File: src/design/ffra_pkg.sv
// ffra_pkg: shared types and constants for the first-fit range allocator
// holds the command codes, result status codes, table entry layout and controller states
// no dependencies
package ffra_pkg;

  localparam int TAG_W  = 31;
  localparam int HIGH_W = 32;

  localparam logic CMD_BOOK    = 1'b0;
  localparam logic CMD_RELEASE = 1'b1;

  typedef enum logic [1:0] {
    ST_OK       = 2'd0,
    ST_NOSPACE  = 2'd1,
    ST_FULL     = 2'd2,
    ST_NOTFOUND = 2'd3
  } status_t;

  // one booked range, half open [low, high)
  typedef struct packed {
    logic [TAG_W-1:0]  low;
    logic [HIGH_W-1:0] high;
  } entry_t;

  typedef enum logic [3:0] {
    S_IDLE,
    S_BK_RD,
    S_BK_CHK,
    S_BK_SH_RD,
    S_BK_SH_WR,
    S_BK_PUT,
    S_RL_RD,
    S_RL_CHK,
    S_RL_SH_RD,
    S_RL_SH_WR,
    S_DONE
  } state_t;

endpackage

File: src/design/ffra_in_if.sv
// ffra_in_if: request channel of the range allocator, valid/ready handshake
// carries command, request_count and release_start
// depends on ffra_pkg
interface ffra_in_if import ffra_pkg::*; ();
  logic             valid;
  logic             ready;
  logic             command;
  logic [TAG_W-1:0] request_count;
  logic [TAG_W-1:0] release_start;

  modport source (output valid, command, request_count, release_start, input ready);
  modport sink   (input valid, command, request_count, release_start, output ready);
endinterface

File: src/design/ffra_out_if.sv
// ffra_out_if: result channel of the range allocator, valid/ready handshake
// carries status and start_tag
// depends on ffra_pkg
interface ffra_out_if import ffra_pkg::*; ();
  logic             valid;
  logic             ready;
  status_t          status;
  logic [TAG_W-1:0] start_tag;

  modport source (output valid, status, start_tag, input ready);
  modport sink   (input valid, status, start_tag, output ready);
endinterface

File: src/design/ffra_range_mem.sv
// ffra_range_mem: range table storage, one write port and one read port
// read data registered; depends on ffra_pkg
module ffra_range_mem import ffra_pkg::*; #(
  parameter int DEPTH = 32,
  parameter int AW    = 5
) (
  input  logic          clk,
  input  logic          wr_en,
  input  logic [AW-1:0] wr_addr,
  input  entry_t        wr_data,
  input  logic [AW-1:0] rd_addr,
  output entry_t        rd_data
);

  entry_t mem [DEPTH];
  entry_t rd_data_r;

  always_ff @(posedge clk) begin
    if (wr_en) begin
      mem[wr_addr] <= wr_data;
    end
    rd_data_r <= mem[rd_addr];
  end

  assign rd_data = rd_data_r;

endmodule

File: src/design/ffra_ctrl.sv
// ffra_ctrl: sequencer of the range allocator: gap scan, release lookup, table shifts
// owns the upper bound register, entry count and the result word register
// depends on ffra_pkg, drives the ports of ffra_range_mem
module ffra_ctrl import ffra_pkg::*; #(
  parameter int MAX_RANGES = 32,
  parameter int AW         = 5,
  parameter int CW         = 6
) (
  input  logic             clk,
  input  logic             rst_n,
  // request word
  input  logic             in_valid,
  output logic             in_ready,
  input  logic             in_command,
  input  logic [TAG_W-1:0] in_request_count,
  input  logic [TAG_W-1:0] in_release_start,
  // result word
  output logic             out_valid,
  input  logic             out_ready,
  output status_t          out_status,
  output logic [TAG_W-1:0] out_start_tag,
  // configuration
  input  logic             cfg_wr_en,
  input  logic [TAG_W-1:0] cfg_wr_data,
  // table memory
  output logic             mem_wr_en,
  output logic [AW-1:0]    mem_wr_addr,
  output entry_t           mem_wr_data,
  output logic [AW-1:0]    mem_rd_addr,
  input  entry_t           mem_rd_data
);

  state_t state_r, state_nxt;

  logic [TAG_W-1:0]  ub_r;
  logic [CW-1:0]     n_r, n_nxt;
  logic [CW-1:0]     idx_r, idx_nxt;
  logic [CW-1:0]     pos_r, pos_nxt;
  logic [HIGH_W-1:0] lo_r, lo_nxt;
  logic [TAG_W-1:0]  key_r, key_nxt;   // request count or release start
  status_t           res_status_r, res_status_nxt;
  logic [TAG_W-1:0]  res_start_r, res_start_nxt;
  logic              out_valid_r;
  status_t           out_status_r;
  logic [TAG_W-1:0]  out_start_r;

  logic              at_end;
  logic              is_full;
  logic [TAG_W-1:0]  gap_hi;
  logic signed [HIGH_W+1:0] gap_size;
  logic              gap_fits;
  logic [CW-1:0]     idx_m1;
  logic [CW-1:0]     idx_p1;
  logic              accept;
  logic              out_free;

  assign at_end   = (idx_r == n_r);
  assign is_full  = (n_r == CW'(MAX_RANGES));
  assign idx_m1   = idx_r - CW'(1);
  assign idx_p1   = idx_r + CW'(1);
  assign in_ready = (state_r == S_IDLE);
  assign accept   = in_valid && in_ready;
  assign out_free = !out_valid_r || out_ready;

  // gap from the previous high up to the next low, or up to the bound past the last entry
  assign gap_hi   = (state_r == S_BK_RD) ? ub_r : mem_rd_data.low;
  assign gap_size = $signed({3'b000, gap_hi}) - $signed({2'b00, lo_r});
  assign gap_fits = gap_size >= $signed({3'b000, key_r});

  // next state
  always_comb begin
    state_nxt = state_r;
    case (state_r)
      S_IDLE: begin
        if (accept) begin
          state_nxt = (in_command == CMD_BOOK) ? S_BK_RD : S_RL_RD;
        end
      end
      S_BK_RD: begin
        if (!at_end) begin
          state_nxt = S_BK_CHK;
        end else if (!gap_fits || is_full) begin
          state_nxt = S_DONE;
        end else begin
          state_nxt = S_BK_SH_RD;
        end
      end
      S_BK_CHK: begin
        if (!gap_fits) begin
          state_nxt = S_BK_RD;
        end else if (is_full) begin
          state_nxt = S_DONE;
        end else begin
          state_nxt = S_BK_SH_RD;
        end
      end
      S_BK_SH_RD: begin
        state_nxt = (idx_r == pos_r) ? S_BK_PUT : S_BK_SH_WR;
      end
      S_BK_SH_WR: state_nxt = S_BK_SH_RD;
      S_BK_PUT:   state_nxt = S_DONE;
      S_RL_RD: begin
        state_nxt = at_end ? S_DONE : S_RL_CHK;
      end
      S_RL_CHK: begin
        if (mem_rd_data.low < key_r) begin
          state_nxt = S_RL_RD;
        end else if (mem_rd_data.low == key_r) begin
          state_nxt = S_RL_SH_RD;
        end else begin
          state_nxt = S_DONE;
        end
      end
      S_RL_SH_RD: begin
        state_nxt = (idx_p1 >= n_r) ? S_DONE : S_RL_SH_WR;
      end
      S_RL_SH_WR: state_nxt = S_RL_SH_RD;
      S_DONE: begin
        if (out_free) begin
          state_nxt = S_IDLE;
        end
      end
      default: state_nxt = S_IDLE;
    endcase
  end

  // datapath and memory controls
  always_comb begin
    n_nxt          = n_r;
    idx_nxt        = idx_r;
    pos_nxt        = pos_r;
    lo_nxt         = lo_r;
    key_nxt        = key_r;
    res_status_nxt = res_status_r;
    res_start_nxt  = res_start_r;
    mem_wr_en      = 1'b0;
    mem_wr_addr    = idx_r[AW-1:0];
    mem_wr_data    = mem_rd_data;
    mem_rd_addr    = idx_r[AW-1:0];
    case (state_r)
      S_IDLE: begin
        if (accept) begin
          idx_nxt        = '0;
          lo_nxt         = '0;
          res_status_nxt = ST_OK;
          res_start_nxt  = '0;
          key_nxt        = (in_command == CMD_BOOK) ? in_request_count : in_release_start;
        end
      end
      S_BK_RD: begin
        if (at_end) begin
          if (!gap_fits) begin
            res_status_nxt = ST_NOSPACE;
          end else if (is_full) begin
            res_status_nxt = ST_FULL;
          end else begin
            pos_nxt = idx_r;
          end
        end
      end
      S_BK_CHK: begin
        if (!gap_fits) begin
          lo_nxt  = mem_rd_data.high;
          idx_nxt = idx_p1;
        end else if (is_full) begin
          res_status_nxt = ST_FULL;
        end else begin
          pos_nxt = idx_r;
          idx_nxt = n_r;
        end
      end
      S_BK_SH_RD: begin
        mem_rd_addr = idx_m1[AW-1:0];
      end
      S_BK_SH_WR: begin
        mem_wr_en   = 1'b1;
        mem_wr_addr = idx_r[AW-1:0];
        idx_nxt     = idx_m1;
      end
      S_BK_PUT: begin
        mem_wr_en        = 1'b1;
        mem_wr_addr      = pos_r[AW-1:0];
        mem_wr_data.low  = lo_r[TAG_W-1:0];
        mem_wr_data.high = lo_r + {1'b0, key_r};
        n_nxt            = n_r + CW'(1);
        res_start_nxt    = lo_r[TAG_W-1:0];
      end
      S_RL_RD: begin
        if (at_end) begin
          res_status_nxt = ST_NOTFOUND;
        end
      end
      S_RL_CHK: begin
        if (mem_rd_data.low < key_r) begin
          idx_nxt = idx_p1;
        end else if (mem_rd_data.low != key_r) begin
          res_status_nxt = ST_NOTFOUND;
        end
      end
      S_RL_SH_RD: begin
        mem_rd_addr = idx_p1[AW-1:0];
        if (idx_p1 >= n_r) begin
          n_nxt = n_r - CW'(1);
        end
      end
      S_RL_SH_WR: begin
        mem_wr_en   = 1'b1;
        mem_wr_addr = idx_r[AW-1:0];
        idx_nxt     = idx_p1;
      end
      default: ;
    endcase
  end

  always_ff @(posedge clk) begin
    if (!rst_n) begin
      state_r     <= S_IDLE;
      n_r         <= '0;
      ub_r        <= '1;
      out_valid_r <= 1'b0;
    end else begin
      state_r <= state_nxt;
      n_r     <= n_nxt;
      if (cfg_wr_en) begin
        ub_r <= cfg_wr_data;
      end
      if (state_r == S_DONE && out_free) begin
        out_valid_r <= 1'b1;
      end else if (out_ready) begin
        out_valid_r <= 1'b0;
      end
    end
  end

  always_ff @(posedge clk) begin
    idx_r        <= idx_nxt;
    pos_r        <= pos_nxt;
    lo_r         <= lo_nxt;
    key_r        <= key_nxt;
    res_status_r <= res_status_nxt;
    res_start_r  <= res_start_nxt;
    if (state_r == S_DONE && out_free) begin
      out_status_r <= res_status_r;
      out_start_r  <= res_start_r;
    end
  end

  assign out_valid     = out_valid_r;
  assign out_status    = out_status_r;
  assign out_start_tag = out_start_r;

endmodule

File: src/design/first_fit_range_allocator.sv
// First-fit range allocator.
// Request channel in_ch carries command (book or release), request_count and
// release_start; result channel out_ch returns one word per request: status and
// start_tag (start of the booked range, zero otherwise). Both use valid/ready,
// a word moves on a clock edge where both are high.
// cfg_wr_en/cfg_wr_data write the exclusive tag upper bound; write only while idle.
// Booked ranges live in a sorted table in a one-port-read, one-port-write memory.
// One request is worked at a time. A book reads entries one at a time until a gap
// fits, then moves every entry from the insert point up one place and writes the
// new range; with no fitting gap or a full table it reports no space or full instead.
// A release scans the same way and moves the entries after the match down one place,
// or reports not found. The next request is taken only once the controller is idle.
// The result sits in an output register, so a stalled receiver only holds the
// block once a second result is ready; the next request is taken meanwhile.
// Synchronous active-low reset empties the table and sets the bound to its maximum;
// no memory clearing pass is needed.
// Depends on ffra_pkg, ffra_in_if, ffra_out_if, ffra_range_mem, ffra_ctrl.
module first_fit_range_allocator import ffra_pkg::*; #(
  parameter int MAX_RANGES = 32
) (
  input  logic             clk,
  input  logic             rst_n,
  ffra_in_if.sink          in_ch,
  ffra_out_if.source       out_ch,
  input  logic             cfg_wr_en,
  input  logic [TAG_W-1:0] cfg_wr_data
);

  localparam int AW = (MAX_RANGES > 1) ? $clog2(MAX_RANGES) : 1;
  localparam int CW = $clog2(MAX_RANGES + 1);

  logic          mem_wr_en;
  logic [AW-1:0] mem_wr_addr;
  entry_t        mem_wr_data;
  logic [AW-1:0] mem_rd_addr;
  entry_t        mem_rd_data;

  ffra_range_mem #(
    .DEPTH (MAX_RANGES),
    .AW    (AW)
  ) u_mem (
    .clk     (clk),
    .wr_en   (mem_wr_en),
    .wr_addr (mem_wr_addr),
    .wr_data (mem_wr_data),
    .rd_addr (mem_rd_addr),
    .rd_data (mem_rd_data)
  );

  ffra_ctrl #(
    .MAX_RANGES (MAX_RANGES),
    .AW         (AW),
    .CW         (CW)
  ) u_ctrl (
    .clk              (clk),
    .rst_n            (rst_n),
    .in_valid         (in_ch.valid),
    .in_ready         (in_ch.ready),
    .in_command       (in_ch.command),
    .in_request_count (in_ch.request_count),
    .in_release_start (in_ch.release_start),
    .out_valid        (out_ch.valid),
    .out_ready        (out_ch.ready),
    .out_status       (out_ch.status),
    .out_start_tag    (out_ch.start_tag),
    .cfg_wr_en        (cfg_wr_en),
    .cfg_wr_data      (cfg_wr_data),
    .mem_wr_en        (mem_wr_en),
    .mem_wr_addr      (mem_wr_addr),
    .mem_wr_data      (mem_wr_data),
    .mem_rd_addr      (mem_rd_addr),
    .mem_rd_data      (mem_rd_data)
  );

endmodule
File: src/flat_wrapper.sv
// flat-port wrapper written by rule: the top's interface ports become plain ports
module first_fit_range_allocator_flat import ffra_pkg::*;
#(
  parameter int MAX_RANGES = 32
)
  (clk, rst_n, cfg_wr_en, cfg_wr_data, in_ch_valid, in_ch_command, in_ch_request_count, in_ch_release_start, in_ch_ready, out_ch_valid, out_ch_status, out_ch_start_tag, out_ch_ready);
  ffra_in_if in_ch_i ();
  ffra_out_if out_ch_i ();
  input  logic clk;
  input  logic rst_n;
  input  logic cfg_wr_en;
  input  logic [TAG_W-1:0] cfg_wr_data;
  input wire logic [$bits(in_ch_i.valid)-1:0] in_ch_valid;
  input wire logic [$bits(in_ch_i.command)-1:0] in_ch_command;
  input wire logic [$bits(in_ch_i.request_count)-1:0] in_ch_request_count;
  input wire logic [$bits(in_ch_i.release_start)-1:0] in_ch_release_start;
  output wire logic [$bits(in_ch_i.ready)-1:0] in_ch_ready;
  output wire logic [$bits(out_ch_i.valid)-1:0] out_ch_valid;
  output wire logic [$bits(out_ch_i.status)-1:0] out_ch_status;
  output wire logic [$bits(out_ch_i.start_tag)-1:0] out_ch_start_tag;
  input wire logic [$bits(out_ch_i.ready)-1:0] out_ch_ready;
  assign in_ch_i.valid = in_ch_valid;
  assign in_ch_i.command = in_ch_command;
  assign in_ch_i.request_count = in_ch_request_count;
  assign in_ch_i.release_start = in_ch_release_start;
  assign in_ch_ready = in_ch_i.ready;
  assign out_ch_valid = out_ch_i.valid;
  assign out_ch_status = out_ch_i.status;
  assign out_ch_start_tag = out_ch_i.start_tag;
  assign out_ch_i.ready = out_ch_ready;
  first_fit_range_allocator #(.MAX_RANGES(MAX_RANGES)) u_core (.clk(clk), .rst_n(rst_n), .in_ch(in_ch_i), .out_ch(out_ch_i), .cfg_wr_en(cfg_wr_en), .cfg_wr_data(cfg_wr_data));
endmodule
File: config.mk
export PLATFORM = sky130hd
export DESIGN_NAME = first_fit_range_allocator_flat
export DESIGN_NICKNAME = d
export VERILOG_FILES = /design/src/design/ffra_pkg.sv /design/src/design/ffra_in_if.sv /design/src/design/ffra_out_if.sv /design/src/design/ffra_range_mem.sv /design/src/design/ffra_ctrl.sv /design/src/design/first_fit_range_allocator.sv /design/src/flat_wrapper.sv
export SDC_FILE = /design/constraint.sdc
export NUM_CORES = 2
export LEC_CHECK = 0
export ABC_CLOCK_PERIOD_IN_PS = 6780
export BUFFER_PORTS_ARGS = -buffer_cell sky130_fd_sc_hd__buf_4
export CORE_ASPECT_RATIO = 0.6
export CORE_MARGIN = 1.5
export CORE_UTILIZATION = 45
export DETAILED_ROUTE_END_ITERATION = 10
export GPL_TIMING_DRIVEN = 0
export SYNTH_ARGS = -nofsm -noshare
export SYNTH_HDL_FRONTEND = slang
export SYNTH_SLANG_ARGS = --single-unit
File: constraint.sdc
create_clock -name clk -period 6.78 [get_ports clk]
set_input_delay 0.339 -clock clk [delete_from_list [all_inputs] [get_ports clk]]
set_output_delay 0.339 -clock clk [all_outputs]
set_load 0.005 [all_outputs]
; Yosys cells after proc, flatten, opt, wreduce, memory -nomap -nowiden
; Memories as Yosys holds them, arrays and structs flattened. A register that Yosys moved wholly into a read port is not among the register bits.
; Cells that the tools add are included.
[classes]
n_lt_le_gt_ge = 3
reduce_logical = 23
n_mux = 48
n_addsub = 6
n_eq_ne = 26
[op_table]
columns = operator, count
row1 = $mux 31, 3
row2 = $mux 32, 2
row3 = $pmux 32 s2, 1
row4 = $mux 63, 1
row5 = $pmux 31 s2, 1
row6 = $mux 6, 8
row7 = $pmux 4 s11, 1
row8 = $ge 33x32->1, 1
row9 = $sub 31x32->33, 1
row10 = $add 32x31->32, 1
row11 = $mux 4, 8
row12 = $eq 31x31->1, 1
row13 = $lt 31x31->1, 1
row14 = $ne 31x31->1, 1
row15 = $pmux 6 s5, 1
row16 = $pmux 6 s2, 2
row17 = $mux 2, 10
row18 = $ne 2x2->1 const B, 9
row19 = $eq 4x3->1 const B, 4
row20 = $add 6x1->6 const B, 2
row21 = $eq 4x4->1 const B, 3
row22 = $eq 6x6->1, 2
row23 = $sub 6x1->6 const B, 2
row24 = $pmux 2 s5, 1
row25 = other kinds (21), 39
[totals]
memories = 1
output_inout_bits = 35
mem_bits_rw = 2016
elab_cells = 119
inputBits = 99
regBits = 183
[memory_table]
columns = memory, words, width, read_ports, rd_clocked_by_memory_dff, wr, line_no
row1 = u_core.u_mem.mem, 32, 63, 1, 1, 1, ffra_range_mem.sv:15  ; entry_t mem [DEPTH];

; Longest topological paths before layout
[logic_depth]
ltp_word = 9
ltp_mapped = 30
ltp_nobuf = 27

; Cells and area by module
; Synthesis repeated with hierarchy kept, for this count alone.
[hier_totals]
cells_unflattened = 4423
area_unflattened_um2 = 91038.6
[by_module_without_submodules]
columns = module, cells_per_inst, area_per_inst_um2, n_inst, seq_area_each_um2
row1 = ffra_range_mem, 3055, 77774.6, 1, 61799.3
row2 = ffra_ctrl, 1368, 13264.0, 1, 5074.9

; Worst setup path after synthesis
; Ideal clock, no wire load.
[synth_timing]
path_kind = reg-to-reg
from = reg u_core.u_ctrl.state_r[2]
to = reg u_core.u_ctrl.lo_r[0] (enable)
stages_incl_launch_ff = 27
required_time_ps = 6302
path_buffers = 2
synth_period_minus_slack_ps = 6669
t_arrival_ps = 6191
setup_ps = 478
path_slack_ps = 111
path_cell_list = dfxtp_1 clkbuf_1 or2_2 nor2_1 clkbuf_1 mux2_2 ha_1 a2111oi_0 o21ai_0 a31oi_1 a31oi_1 o21ai_0 a21boi_0 o21a_1 nor2_1 xnor2_1 ha_1 nand4_1 nor4_1 nand4_1 nand3_1 a211oi_1 a211oi_1 nor3_1 nor4_2 nand2b_1 nand2_1
[synth_between]
elab_chain_cells = 6
word_cells_on_any_way = 11
cone_classes = 1 x add/sub / 1 x order compare / 4 x eq/ne / 1 x mux / 4 x reduce/logical
[synth_rtl]
columns = element, line_no
row1 = start: declaration, ffra_ctrl.sv:33  ; state_t state_r, state_nxt;
row2 = start signal: assignment, ffra_ctrl.sv:222  ; state_r <= state_nxt;
row3 = $eq 4x1->1, ffra_ctrl.sv:66  ; assign gap_hi = (state_r == S_BK_RD) ? ub_r : mem_rd_data.low;
row4 = $mux 31, ffra_ctrl.sv:66
row5 = $sub 31x32->33, ffra_ctrl.sv:67  ; assign gap_size = $signed({3'b000, gap_hi}) - $signed({2'b00, lo_r});
row6 = $ge 33x32->1, ffra_ctrl.sv:68  ; assign gap_fits = gap_size >= $signed({3'b000, key_r});
row7 = $ne 2x2->1 (no source line), --
row8 = $reduce_and 3->1 (no source line) *, --
row9 = end signal: assignment, ffra_ctrl.sv:238  ; lo_r <= lo_nxt;
row10 = end: declaration, ffra_ctrl.sv:39  ; logic [HIGH_W-1:0] lo_r, lo_nxt;
; Every way passes the cells marked *; elsewhere a longest branch is shown, timed or not.
; A chain may end at the register's enable or synchronous reset.

==> flow_summary.yaml <==
grt:
  antenna_found_initial: 15
  globalRoute.totalOverflow: 0
  vias_in_the_first_global_route: 45800
  grt_first_pass_wirelength_mm: 367
  grt_start_max_net_pins: 33
  grt.total_usage_pct: 25.9
clocking:
  htree_levels: 4
  clkSinkCount: 2262
  clk_root_buffer_cell: "sky130_fd_sc_hd__clkbuf_16"
  tritoncts_clock_tree: "done"
  clock_path_buffers: 4
  cts_inserted_buffers: 206
  worst_setup_hold_path_clk_slew_ns: 0.07
  insertion_delay_ns: 0.87
routing:
  1st_iter_drt_viols: 6383
  1st_pass_router_iterations: 8
  postRouteWirelength_mm: 265
  drc: 0
  drt-vias-per-instance: 6.12
  wirelength_per_cell_um: 34.2
  route.vias.total: 47400
  route.antenna.remaining_nets: 0
finish:
  finish.net_count: 5171
  fraction_of_final_layout_cells_sized_beyond_drive_strength_1_pct: 30.3
  final_cell_count_no_fill: 7746
  top_library_cells_by_usage_in_the_layout_fill_and_taps_aside: "2157 x sky130_fd_sc_hd__edfxtp_1, 630 x sky130_fd_sc_hd__mux4_2, 211 x sky130_fd_sc_hd__clkbuf_16"
  stdcell_area_um2: 107000
  fillCellCount: 15400
  area_growth_pct: 17.5
  mostFrequentLayoutCell: "sky130_fd_sc_hd__edfxtp_1"
floorplan:
  fp-row-count: 127
  start_util_pct: 45.3
  dieArea_um2: 204000
  fp.coreArea_um2: 200000
  die-height_um: 351
  floorplan.io_pins: 134
  die_w_um: 583
setup_path:
  worstPathMaxFanout: 10
  cp_data_arrival_time_ns: 7.08
  path_class: "flip-flop to flip-flop"
  crit_path_start_kind: "flip-flop"
  worstPathRequired_ns: 7.36
  cp-startpoint: "u_core.u_ctrl.state_r[1]"
  critical-path-slowest-cell: "sky130_fd_sc_hd__fa_2"
  max_stage_delay_ns: 0.40
  critical_path.reg2reg.startpoint: "u_core.u_ctrl.state_r[1]"
  critical_path.endpoint_type: "flip-flop"
outcome:
  status: "finished, violations left"
  violations: "max-capacitance violations, max-slew violations"
hold_path:
  hold_start: "rst_n"
  timing.hold.worst.class: "primary input to flip-flop"
yosys:
  synth.yosys.seq_area_share_pct: 73.7
  yosys_most_used_dff: "sky130_fd_sc_hd__edfxtp_1"
  synth.avg_cell_area_um2: 21.0
  syn-instance-count: 4328
  synth.net_count: 4566
  ys_top_cells_by_area: "sky130_fd_sc_hd__edfxtp_1 71%, sky130_fd_sc_hd__mux4_2 16%, sky130_fd_sc_hd__dfxtp_1 2.3%, sky130_fd_sc_hd__ha_1 1.9%, sky130_fd_sc_hd__mux2_2 1.6%"
  synth.yosys.warnings: 0
  synth.lib_cells_used.distinct: 66
  synth_top_cell_area_share_pct: 71.4
  synth_async_sr_flop_share_pct: 0
  synth_largest_area_cell: "sky130_fd_sc_hd__edfxtp_1"
  count_of_flip_flops_with_a_built_in_enable_after_synthesis: 2157
  synth.cell_area_um2: 90700
  yosys_register_bits: 2262
power_and_ir_drop:
  totalPowerFinal_mw: 55.2
  p_leak_nw: 34.9
  power.density_cell_area_nw_per_um2: 518
  vdd.ir_drop.worst_mv: 0.287
sta:
  tightestPinTransition_ns: 1.58
  timing.fmax_ghz: 0.154
  number_of_setup_violations_in_the_final_report: 0
  timing_hold_violations_final: 0
  setup_tns_ns: 0
  slew_headroom_pct: -5.31
  worst_clock_skew_ns: 0.0572
  drv_slew: 11
  grt_setup_unrepaired: "no"
  layout_worst_path_cycle_share_pct: 95.8
  period_minus_slack_ns: 6.49
place:
  globalplace.congestion: 0.948
  place.detailed.instances: 7249
  placed_cell_area_um2: 98500
  portBuffers: 130
  place.detailed.hpwl_mm: 185
run:
  drv.max_cap_violation_count: 1
[cell type report]
class	count	area [um^2]	share of cell area (%)
Buffer	191	861	0.808
Tap cell	2644	3310	3.10
Timing Repair Buffer	396	5260	4.94
Clock inverter	110	896	0.841
Inverter	94	353	0.331
Multi-Input combinational cell	1782	23400	21.9
Sequential cell	2262	66900	62.8
Clock buffer	263	5640	5.30
Antenna cell	4	10.0	0.00939
[report_power, final]
| part | switching, mW | internal (mW) |
|---|---|---|
| clock network | 5.19 | 6.37 |
| registers | 0.636 | 18.4 |
| logic | 14.4 | 10.2 |
| total | 20.2 | 35.0 |
[metrics by stage]
stage                     utilization [%]  hold WS (ns)  setup slack [ns]
final                                53.3         0.160             0.285
after global routing                 53.3         0.134            0.0119
after CTS                            53.1        0.0857            0.0250
after detailed placement             49.2         0.405             -2.94
after global placement               47.5         0.404             -3.94
after floorplan                         -         0.400             0.111
[critical path, delay by kind of cell, from the launching register on]
family / cells / cell delay [ns]
AND/OR/NAND/NOR: 10 / 1.94
AO/OA/AOI/OAI: 12 / 1.88
buffers and inverters: 7 / 1.06
adder cells (fa/ha/maj): 3 / 0.93
flip-flops: 1 / 0.30
XOR/XNOR: 1 / 0.10
[per-layer routing]
metal  track usage, %  wire length (um)  share of wire [%]
met1             40.0            117000                 44
met2             37.0            114000                 43
met3             5.95             25900                9.8
met4             7.01              7800                2.9
met5                0                13             0.0049
[registers in the layout (all words and copies together) (netlist names), 31 cells and up]
name / flops
u_core.u_mem.rd_data: 63
u_core.u_mem.mem: 2016
u_core.u_ctrl.key_r: 31
u_core.u_ctrl.out_start_tag: 31
u_core.u_ctrl.lo_r: 32
u_core.u_ctrl.res_start_r: 31
u_core.u_ctrl.ub_r: 31
[path summary, 6_finish.rpt]
check	end	slack, ns	cells past startpoint
setup / recovery	u_core.u_ctrl.pos_r[5]	0.29	33
hold / removal	u_core.u_ctrl.state_r[1]	0.16	3
setup reg to reg	u_core.u_ctrl.pos_r[5]	0.29	33
hold reg to reg	u_core.u_ctrl.out_start_tag[1]	0.42	0
[cells in the mapped netlist (29+ instances only)]
cell and count:
sky130_fd_sc_hd__edfxtp_1 2157, sky130_fd_sc_hd__mux4_2 630, sky130_fd_sc_hd__ha_1 136, sky130_fd_sc_hd__nor2_1 132, sky130_fd_sc_hd__mux2_2 125, sky130_fd_sc_hd__nand2_1 125
sky130_fd_sc_hd__clkbuf_1 117, sky130_fd_sc_hd__dfxtp_1 105, sky130_fd_sc_hd__inv_1 94, sky130_fd_sc_hd__a21o_1 83, sky130_fd_sc_hd__a21oi_1 77, sky130_fd_sc_hd__o21ai_0 73
sky130_fd_sc_hd__buf_2 63, sky130_fd_sc_hd__xnor2_1 50, sky130_fd_sc_hd__and2_1 36, sky130_fd_sc_hd__mux2i_1 35, sky130_fd_sc_hd__xor2_1 29
[what timing repair did]
item / in CTS / in global routing
endpoints found under the setup margin: 57 / 57
resized for setup: 28 / 36
cloned: 3 / 0
hold buffers: 98 / 0
pin swaps: 9 / 9
endpoints found under the hold margin: 65 / 0
buffers inserted: 11 / 10
[cell families after synthesis]
group / share of synthesized area [%]
xor gates and xnor gates: 0.781
muxes: 17.6
buffers and inverters: 1.30
adders and majority gates: 1.94
DFF: 73.7
AOI/OAI and AO/OA: 2.49
and+or+nand+nor: 2.18
No activity file was read; power rests on OpenSTA's default activity.
